## src/rtl/tdzv_pkg.sv

```systemverilog
// Shared type codes and queue entry format for the typed delta zigzag varint encoder.
package tdzv_pkg;

    localparam logic [3:0] TYPE_UNKNOWN = 4'd0;
    localparam logic [3:0] TYPE_BOOL    = 4'd1;
    localparam logic [3:0] TYPE_I8      = 4'd2;
    localparam logic [3:0] TYPE_U8      = 4'd3;
    localparam logic [3:0] TYPE_I16     = 4'd4;
    localparam logic [3:0] TYPE_U16     = 4'd5;
    localparam logic [3:0] TYPE_I32     = 4'd6;
    localparam logic [3:0] TYPE_U32     = 4'd7;
    localparam logic [3:0] TYPE_I64     = 4'd8;
    localparam logic [3:0] TYPE_U64     = 4'd9;
    localparam logic [3:0] TYPE_F32     = 4'd10;
    localparam logic [3:0] TYPE_F64     = 4'd11;
    localparam logic [3:0] TYPE_CHAR    = 4'd12;

    localparam logic [2:0] RAW_LAST_F32 = 3'd3;
    localparam logic [2:0] RAW_LAST_F64 = 3'd7;

    // One classified change waiting for serialisation
    typedef struct packed {
        logic [63:0] value;
        logic        raw;
        logic [2:0]  last_idx;
    } entry_t;

    typedef struct packed {
        logic full;
        logic empty;
    } fifo_status_t;

endpackage

```

## src/rtl/tdzv_front.sv

```systemverilog
// Front end: widens both values, forms the zigzag delta or selects raw float bits.
module tdzv_front
    import tdzv_pkg::*;
(
    input  logic [3:0]  new_type,
    input  logic [3:0]  old_type,
    input  logic [63:0] new_bits,
    input  logic [63:0] old_bits,
    output entry_t      entry
);

    function automatic logic [63:0] widen(input logic [3:0] code, input logic [63:0] bits);
        logic [63:0] w;
        begin
            case (code)
                TYPE_BOOL:           w = {63'd0, |bits[7:0]};
                TYPE_I8, TYPE_CHAR:  w = {{56{bits[7]}}, bits[7:0]};
                TYPE_U8:             w = {56'd0, bits[7:0]};
                TYPE_I16:            w = {{48{bits[15]}}, bits[15:0]};
                TYPE_U16:            w = {48'd0, bits[15:0]};
                TYPE_I32:            w = {{32{bits[31]}}, bits[31:0]};
                TYPE_U32:            w = {32'd0, bits[31:0]};
                TYPE_I64, TYPE_U64:  w = bits;
                default:             w = 64'd0;
            endcase
            return w;
        end
    endfunction

    logic [63:0] delta;
    logic [63:0] zigzag;

    assign delta  = widen(new_type, new_bits) - widen(old_type, old_bits);
    assign zigzag = {delta[62:0], 1'b0} ^ {64{delta[63]}};

    always_comb
    begin
        entry.value    = 64'd0;
        entry.raw      = 1'b0;
        entry.last_idx = 3'd0;
        if (new_type inside {[TYPE_BOOL:TYPE_U64], TYPE_CHAR})
        begin
            entry.value = zigzag;
        end
        else if (new_type == TYPE_F32)
        begin
            entry.value    = new_bits;
            entry.raw      = 1'b1;
            entry.last_idx = RAW_LAST_F32;
        end
        else if (new_type == TYPE_F64)
        begin
            entry.value    = new_bits;
            entry.raw      = 1'b1;
            entry.last_idx = RAW_LAST_F64;
        end
        // unknown types fall through as a varint of zero: one zero byte
    end

endmodule

```

## src/rtl/tdzv_fifo.sv

```systemverilog
// Short register queue between the front end and the byte serialiser.
module tdzv_fifo
    import tdzv_pkg::*;
#(
    parameter int DEPTH = 2
)
(
    input  logic         clk,
    input  logic         rst_n,
    input  logic         push,
    input  entry_t       push_data,
    input  logic         pop,
    output entry_t       pop_data,
    output fifo_status_t status
);

    localparam int PTR_W = (DEPTH > 1) ? $clog2(DEPTH) : 1;
    localparam int CNT_W = $clog2(DEPTH + 1);
    localparam logic [PTR_W-1:0] LAST_PTR = PTR_W'(DEPTH - 1);
    localparam logic [CNT_W-1:0] FULL_CNT = CNT_W'(DEPTH);

    entry_t           mem [DEPTH];
    logic [PTR_W-1:0] wr_ptr_reg, wr_ptr_next;
    logic [PTR_W-1:0] rd_ptr_reg, rd_ptr_next;
    logic [CNT_W-1:0] count_reg, count_next;
    logic             do_push;
    logic             do_pop;

    assign status.full  = (count_reg == FULL_CNT);
    assign status.empty = (count_reg == '0);
    assign do_push      = push && !status.full;
    assign do_pop       = pop && !status.empty;
    assign pop_data     = mem[rd_ptr_reg];

    always_comb
    begin
        wr_ptr_next = wr_ptr_reg;
        rd_ptr_next = rd_ptr_reg;
        count_next  = count_reg;
        if (do_push)
        begin
            wr_ptr_next = (wr_ptr_reg == LAST_PTR) ? '0 : wr_ptr_reg + 1'b1;
        end
        if (do_pop)
        begin
            rd_ptr_next = (rd_ptr_reg == LAST_PTR) ? '0 : rd_ptr_reg + 1'b1;
        end
        if (do_push && !do_pop)
        begin
            count_next = count_reg + 1'b1;
        end
        else if (do_pop && !do_push)
        begin
            count_next = count_reg - 1'b1;
        end
    end

    always_ff @(posedge clk or negedge rst_n)
    begin
        if (!rst_n)
        begin
            wr_ptr_reg <= '0;
            rd_ptr_reg <= '0;
            count_reg  <= '0;
        end
        else
        begin
            wr_ptr_reg <= wr_ptr_next;
            rd_ptr_reg <= rd_ptr_next;
            count_reg  <= count_next;
        end
    end

    always_ff @(posedge clk)
    begin
        if (do_push)
        begin
            mem[wr_ptr_reg] <= push_data;
        end
    end

endmodule

```

## src/rtl/tdzv_back.sv

```systemverilog
// Back end: shifts one queued change out as LEB128 or raw bytes, one per cycle while out_ready allows.
module tdzv_back
    import tdzv_pkg::*;
(
    input  logic         clk,
    input  logic         rst_n,
    input  fifo_status_t fifo_status,
    input  entry_t       fifo_data,
    output logic         pop,
    output logic         out_valid,
    input  logic         out_ready,
    output logic [7:0]   out_byte,
    output logic         last_byte
);

    logic        busy_reg, busy_next;
    logic [63:0] value_reg, value_next;
    logic        raw_reg, raw_next;
    logic [2:0]  idx_reg, idx_next;
    logic        out_valid_reg, out_valid_next;
    logic [7:0]  byte_reg, byte_next;
    logic        last_reg, last_next;
    logic        load_out;
    logic        cur_last;
    logic [7:0]  cur_byte;

    assign load_out = busy_reg && (!out_valid_reg || out_ready);

    always_comb
    begin
        if (raw_reg)
        begin
            cur_last = (idx_reg == 3'd0);
            cur_byte = value_reg[7:0];
        end
        else
        begin
            cur_last = (value_reg[63:7] == 57'd0);
            cur_byte = {!cur_last, value_reg[6:0]};
        end
    end

    // Take the next change once the current one has handed over its final byte
    assign pop = !fifo_status.empty && (!busy_reg || (load_out && cur_last));

    always_comb
    begin
        busy_next      = busy_reg;
        value_next     = value_reg;
        raw_next       = raw_reg;
        idx_next       = idx_reg;
        out_valid_next = out_valid_reg;
        byte_next      = byte_reg;
        last_next      = last_reg;
        if (out_valid_reg && out_ready)
        begin
            out_valid_next = 1'b0;
        end
        if (load_out)
        begin
            out_valid_next = 1'b1;
            byte_next      = cur_byte;
            last_next      = cur_last;
            value_next     = raw_reg ? {8'd0, value_reg[63:8]} : {7'd0, value_reg[63:7]};
            idx_next       = idx_reg - 3'd1;
            if (cur_last)
            begin
                busy_next = 1'b0;
            end
        end
        if (pop)
        begin
            busy_next  = 1'b1;
            value_next = fifo_data.value;
            raw_next   = fifo_data.raw;
            idx_next   = fifo_data.last_idx;
        end
    end

    always_ff @(posedge clk or negedge rst_n)
    begin
        if (!rst_n)
        begin
            busy_reg      <= 1'b0;
            out_valid_reg <= 1'b0;
        end
        else
        begin
            busy_reg      <= busy_next;
            out_valid_reg <= out_valid_next;
        end
    end

    always_ff @(posedge clk)
    begin
        value_reg <= value_next;
        raw_reg   <= raw_next;
        idx_reg   <= idx_next;
        byte_reg  <= byte_next;
        last_reg  <= last_next;
    end

    assign out_valid = out_valid_reg;
    assign out_byte  = byte_reg;
    assign last_byte = last_reg;

endmodule

```

## src/rtl/typed_delta_zigzag_varint_encoder_unit.sv

```systemverilog
// Top level of the typed delta zigzag varint encoder.
// Each accepted change is widened, differenced and zigzag mapped in the cycle it is
// accepted and parked in a FIFO_DEPTH-entry queue; the serialiser then emits one
// byte per cycle while out_ready is high: 1 to 10 LEB128 bytes for integer types,
// 4 or 8 raw little-endian bytes for f32/f64, one zero byte for unknown types.
// Throughput is therefore set by the single-byte output port: a change occupies the
// output for each of its bytes (up to 10), and consecutive queued changes follow
// with no gap between them. in_ready drops only when the queue is full. No
// reset-time clearing is needed.
module typed_delta_zigzag_varint_encoder_unit
    import tdzv_pkg::*;
#(
    parameter int FIFO_DEPTH = 2
)
(
    input  logic        clk,
    input  logic        rst_n,
    input  logic        in_valid,
    output logic        in_ready,
    input  logic [3:0]  new_type,
    input  logic [3:0]  old_type,
    input  logic [63:0] new_bits,
    input  logic [63:0] old_bits,
    output logic        out_valid,
    input  logic        out_ready,
    output logic [7:0]  out_byte,
    output logic        last_byte
);

    entry_t       front_entry;
    entry_t       queue_head;
    fifo_status_t queue_status;
    logic         queue_pop;

    tdzv_front u_front (
        .new_type (new_type),
        .old_type (old_type),
        .new_bits (new_bits),
        .old_bits (old_bits),
        .entry    (front_entry)
    );

    tdzv_fifo #(
        .DEPTH (FIFO_DEPTH)
    ) u_fifo (
        .clk       (clk),
        .rst_n     (rst_n),
        .push      (in_valid),
        .push_data (front_entry),
        .pop       (queue_pop),
        .pop_data  (queue_head),
        .status    (queue_status)
    );

    assign in_ready = !queue_status.full;

    tdzv_back u_back (
        .clk         (clk),
        .rst_n       (rst_n),
        .fifo_status (queue_status),
        .fifo_data   (queue_head),
        .pop         (queue_pop),
        .out_valid   (out_valid),
        .out_ready   (out_ready),
        .out_byte    (out_byte),
        .last_byte   (last_byte)
    );

    a_queue_state: assert property (@(posedge clk) disable iff (!rst_n)
        !(queue_status.full && queue_status.empty))
        else $error("queue reports full and empty together");

    a_push_fills: assert property (@(posedge clk) disable iff (!rst_n)
        in_valid && in_ready |=> !queue_status.empty)
        else $error("accepted transaction missing from queue");

    a_no_gap: assert property (@(posedge clk) disable iff (!rst_n)
        out_valid && out_ready && !last_byte |=> out_valid)
        else $error("gap inside a change's byte stream");

endmodule

```

## config.mk

```make
export PLATFORM = sky130hd
export DESIGN_NAME = typed_delta_zigzag_varint_encoder_unit
export DESIGN_NICKNAME = d
export VERILOG_FILES = /design/src/rtl/tdzv_pkg.sv /design/src/rtl/tdzv_front.sv /design/src/rtl/tdzv_fifo.sv /design/src/rtl/tdzv_back.sv /design/src/rtl/typed_delta_zigzag_varint_encoder_unit.sv
export SDC_FILE = /design/constraint.sdc
export NUM_CORES = 1
export LEC_CHECK = 0
export BUFFER_PORTS_ARGS = -buffer_cell sky130_fd_sc_hd__buf_2
export CELL_PAD_IN_SITES_DETAIL_PLACEMENT = 0
export CELL_PAD_IN_SITES_GLOBAL_PLACEMENT = 2
export CORE_UTILIZATION = 39
export CTS_CLUSTER_SIZE = 16
export DETAILED_ROUTE_END_ITERATION = 10
export PLACE_DENSITY = 0.8
export SLEW_MARGIN = 0
export SYNTH_ARGS = -nofsm -noshare
export SYNTH_HDL_FRONTEND = slang
export SYNTH_SLANG_ARGS = --single-unit
```

## constraint.sdc

```tcl
create_clock -name clk -period 4.9 [get_ports clk]
set_input_delay 1.47 -clock clk [delete_from_list [all_inputs] [get_ports clk]]
set_output_delay 1.47 -clock clk [all_outputs]
set_load 0.05 [all_outputs]
```

# Yosys cells after proc, flatten, opt, wreduce, memory -nomap -nowiden
# Memory sizes are Yosys's and may differ from the RTL's.
# Index checks and enable logic that the tools add are counted.
# totals
regBits	83
mem_bits_rw	136
inputBits	140
out_inout_bits	11
wordCells	100
memories	1
# memory_table
name	words	width	rd	rd_ports_with_merged_regs	write_ports	line_no	text
u_fifo.mem	2	68	1	0	1	tdzv_fifo.sv:22	entry_t mem [DEPTH];
# classes
add_sub_neg	6
n_lt_le_gt_ge	2
n_eq_ne	23
n_mux	24
bitwise_logic	1
n_reduce_logical	33
# op_table
cell	count
$pmux W64 S8	2
$mux W64	3
$mux W68	2
$sub A64 B64 Y64	1
$xor A64 B64 Y64	1
$logic_not A57 Y1	1
$mux W57	1
$eq A4 B3 Y1 const B	8
$eq A4 B4 Y1 const B	8
$eq A4 B2 Y1 const B	4
$reduce_or A8 Y1	2
$mux W1	10
$reduce_bool A2 Y1	5
$logic_and A1 B1 Y1	9
$eq A4 B1 Y1 const B	2
$mux W8	1
$reduce_or A2 Y1	4
$logic_not A1 Y1	7
$mux W3	2
$ge A4 B1 Y1 const B	1
$le A4 B4 Y1 const B	1
$mux W2	2
$mux W4	1
$logic_not A3 Y1	1
other kinds (8)	10

# Depth between registers and ports, before layout
# logic_depth
word_depth	10
ltp_mapped	24
depth_no_buf	18

# Cells and area by module
# A second synthesis with hierarchy kept.
# unflattened
cells_unflattened	1410
area_unflattened_um2	15587.4
# modules_own_cells
module	n_inst	cells_each	area_per_inst_um2	seq_area_each_um2
tdzv_front	1	917	6353.6	0.0
tdzv_fifo	1	231	5146.2	4184.0
tdzv_back	1	261	4083.9	2362.3
typed_delta_zigzag_varint_encoder_unit	1	1	3.8	0.0

# Least setup slack after synthesis
# No wires, ideal clock.
# synth_timing
path_kind	input to register
from	in new_type[3]
to	mem u_fifo.mem[0][35] (netlist name) (data pin)
setup_time_ns	0.270
t_arrival_ns	5.342
required_ns	4.630
slack_ns	-0.712
stages	21
path_buffers	6
path_cell_list	clkbuf_1 > inv_1 > nor3_1 > a21o_1 > clkbuf_1 > a21o_1 > ha_1 > buf_6 > a21o_1 > a21oi_2 > o22ai_1 > nor3_1 > a21oi_2 > or2_4 > a21boi_2 > buf_6 > xor2_4 > buf_8 > buf_8 > xnor2_1 > o21ai_1
# synth_rtl
element	line_no	text
start: declaration	typed_delta_zigzag_varint_encoder_unit.sv:20	input logic [3:0] new_type,
end: declaration	tdzv_fifo.sv:22	

==> results.toml <==
[worst_setup_path]
cp.required_ns = 5.13
crit_type = "input port to flop"
crit_family = "compound AO/OA/AOI/OAI gates"
worstSetupStartpointType = "input port"
crit_fanout = 7
r2r_setup_slack_ns = 0.83
worst_path_max_delay_cell = "bufbuf_16"
reg2reg_depth = 11
crit_buf_inv = 5
path_cells = "buf_2 > mux2i_2 > nor3b_2 > a31oi_2 > nor2_2 > a31o_4 > bufbuf_16 > a21oi_2 > ha_4 > a21oi_2 > nor2b_1 > o21ai_1 > o211ai_2 > a41o_1 > or2_4 > a21boi_2 > buf_6 > xnor2_4 > buf_12 > buf_4 > xnor3_1 > a22o_1"
reg2reg_from = "u_back.value_reg[42]"
max_stage_delay_ns = 0.29
cp.arrival_ns = 5.34
critPathCaptureType = "flop"
r2r-end = "u_back.value_reg[16]"
cp_common_cell = "a21oi_2"

[synthesis]
syn_area_per_cell_sq_um = 9.86
ys_ff_latch = 215
synth-xor-area-share = 0.0854
synth-compound-area-share = 0.213
synth_edf_count = 209
synthDistinctLibCells = 77
synth_top_family_by_area = "compound AO/OA/AOI/OAI gates"
synth_nets = 1746
synthMuxAreaShare = 0.0469
async_flop_share = 0.0279
ys.flop_type = "edfxtp_1"
syn-cell-area_sq_um = 15200
synth-simple-area-share = 0.136
seq_area_frac_synth = 0.424
yosysWarningCount = 0
synth_adder_area_share = 0.0558
synth_cells = 1539

[finish]
regArea_sq_um = 6430
area_growth_pct = 47.7
fin_nets = 2222
final_util = 0.591
n_fill_cell = 3323
design_area_sq_um = 22400
diodes = 0
multi_input_area_sq_um = 10300
final_layout_size_suffix_gt1_frac = 0.441
largest_register_ffs = 132

[die]
fp.dieH_um = 199
dieArea_sq_um = 39700
die_w_um = 199
core_sq_um = 37900
pin_count = 151
std_cell_rows = 71
initial_utilization = 0.400

[hold_path]
min_to = "u_back.out_byte[4]"
hp-class = "flop to flop"
worstHoldStart = "u_back.value_reg[4]"
min_path_cells = 0

[clock_network]
cts_tree = "done"
clkTransAtPathRegs_ns = 0.06
h-tree-depth = 1
clock-root-buffer = "clkbuf_16"
clockBufferDepth = 3
clock_latency_ns = 0.49
cts.sink_count = 215
cts_made_buffers = 20

[outcome]
status = "complete, but fails checks"
violations = "setup timing"

[run]
cap_violations = 0

[timing]
max_clock_freq_mhz = 195
clock_skew_ns = 0.0111
holdWs_ns = 0.418
finalSetupViolCount = 122
final_max_slew_viol_count = 0
max_slew_margin = 0.294
final_hold_viol_count = 0
finalCriticalPeriod_ns = 5.12
setup_ws_ns = -0.218
worst_pin_slew_ns = 1.06
fin_crit_sh = 1.04
rsz0062_at_grt = "true"

[global_route]
first_global_vias = 13170
grt_pass1_wl_um = 76000
overflow = 0
antenna_found_initial = 0
grt_use_total = 0.249
grt_start_max_net_pins = 116

[drt]
drt_wl_total_um = 50800
ant_nets = 0
dr.pass1.iters = 5
drc = 0
vias = 13763
viasPerCell = 5.42
wl_per_cell_um = 20.0
drt_iter0_drc = 861

[placed_design]
pre_cts_slack_ns = -0.961
dp_hpwl_um = 38000
place.gp.congestion = 0.937
port_buffers = 150
dpl_cell_area_sq_um = 19300

[power]
max-vdd-ir-drop_mv = 0.217
power_mw = 10.0
power-per-cell-area_nw_per_um2 = 447
power.leakage_nw = 9.48
-- layout make-up --
type                    instances  area share
clock buffers                  28      0.0246
clock inverters                 8     0.00223
inverters                      23     0.00408
multi-input cells            1197       0.458
flip-flops and latches        215       0.287
well taps                     511      0.0285
repair buffers                558       0.195
-- report_power, final --
group          internal, mW  switching [mW]  total (mW)
registers              2.86           0.295        3.15
clock network         0.794           0.642        1.44
logic                  2.72            2.70        5.42
total                  6.37            3.64        10.0
-- synthesized netlist by cell type, types with 4 or more instances --
library cell  instances  area share
a21boi_0              4      0.0020
or3_1                 6      0.0025
nor2_1               51       0.013
xnor2_1              81       0.047
xnor3_1               9       0.013
buf_2                11      0.0036
o41ai_1               4      0.0023
a31oi_1              12      0.0049
ha_1                 66       0.054
and2_1               20      0.0082
nor4_1               19      0.0078
a31o_2                4      0.0023
nand3_1              19      0.0063
a21o_1               82       0.041
xor2_1               33       0.019
a211oi_1             62       0.031
clkbuf_1             80       0.020
a21oi_1             186       0.061
o31ai_1               4      0.0020
nor3_1               16      0.0053
o21a_1                5      0.0025
nand2_1             143       0.035
nor2b_1              69       0.028
dfrtp_1               6      0.0099
nand4_1              21      0.0087
o21ai_1              32       0.011
o21bai_1              8      0.0040
o21ai_0              77       0.025
o211ai_1              9      0.0045
edfxtp_1            209        0.41
mux2i_1              70       0.046
a221oi_1              5      0.0029
and3_1               13      0.0054
buf_6                 7      0.0052
or2_2                 7      0.0029
nand2b_1              7      0.0029
inv_1                22      0.0054
a21oi_2               4      0.0023
-- repair_timing --
item	4_1_cts	5_1_grt
endpoints found under the setup margin	128	128
hold buffers	0	0
buffers inserted	27	33
resized for setup	149	204
pin swaps	47	101
gates cloned	7	1
-- layer usage --
| metal | wire, um | global-route usage |
|---|---|---|
| met3 | 1560 | 0.00996 |
| met4 | 582 | 0.0356 |
| met1 | 24700 | 0.377 |
| met5 | 0 | 0 |
| met2 | 23900 | 0.401 |
-- worst max path at each step --
stage | from | endpoint | slack (ns) | depth (start not counted)
CTS | new_type[2] | u_fifo.mem[0][46] | -0.10 | 23
finish | old_bits[7] | u_fifo.mem[0][46] | -0.22 | 22
global placement | old_type[2] | u_fifo.mem[0][46] | -0.97 | 17
detailed placement | old_type[3] | u_fifo.mem[1][46] | -0.96 | 17
global route | old_bits[7] | u_fifo.mem[1][66] | -0.35 | 21
floorplan | old_type[3] | u_fifo.mem[0][46] | -0.35 | 19
-- layout by cell type, fill, tap and decap left out, types with 15 or more instances in the layout --
| master | Yosys | routed |
|---|---|---|
| buf_4 | 1 | 352 |
| edfxtp_1 | 209 | 209 |
| buf_2 | 11 | 146 |
| nand2_1 | 143 | 136 |
| a21oi_1 | 186 | 130 |
| a21o_1 | 82 | 78 |
| mux2i_1 | 70 | 69 |
| nor2b_1 | 69 | 67 |
| a211oi_1 | 62 | 57 |
| a21oi_2 | 4 | 53 |
| o21ai_2 | 0 | 45 |
| nor2_1 | 51 | 40 |
| xnor2_2 | 0 | 33 |
| ha_1 | 66 | 33 |
| o21ai_0 | 77 | 29 |
| xor2_1 | 33 | 29 |
| xnor2_1 | 81 | 29 |
| ha_4 | 0 | 29 |
| buf_12 | 0 | 25 |
| o21ai_1 | 32 | 22 |
| clkbuf_16 | 0 | 22 |
| buf_6 | 7 | 22 |
| nand4_1 | 21 | 21 |
| inv_1 | 22 | 20 |
| xnor2_4 | 1 | 20 |
| and2_1 | 20 | 18 |
| nor4_1 | 19 | 17 |
| nand3_1 | 19 | 15 |
-- logic make-up (layout without fill, tap and decap cells) --
logic type | count (synthesis) | in the layout
XOR/XNOR | 127 | 127
flip-flops | 215 | 215
adder cells (fa/ha/maj) | 67 | 67
buffers and inverters | 128 | 617
multiplexers | 71 | 71
AND/OR/NAND/NOR | 408 | 409
AO/OA/AOI/OAI | 523 | 523
-- stage by stage --
stage / std cells / TNS [ns]
floorplan: 1539 / -27.92
global placement: 2449 / -81.20
detailed placement: 2449 / -88.06
CTS: 2517 / -2.64
global route: 2540 / -29.60
finish: 2540 / -11.86
Note: power is estimated with default switching activity, not from simulation.
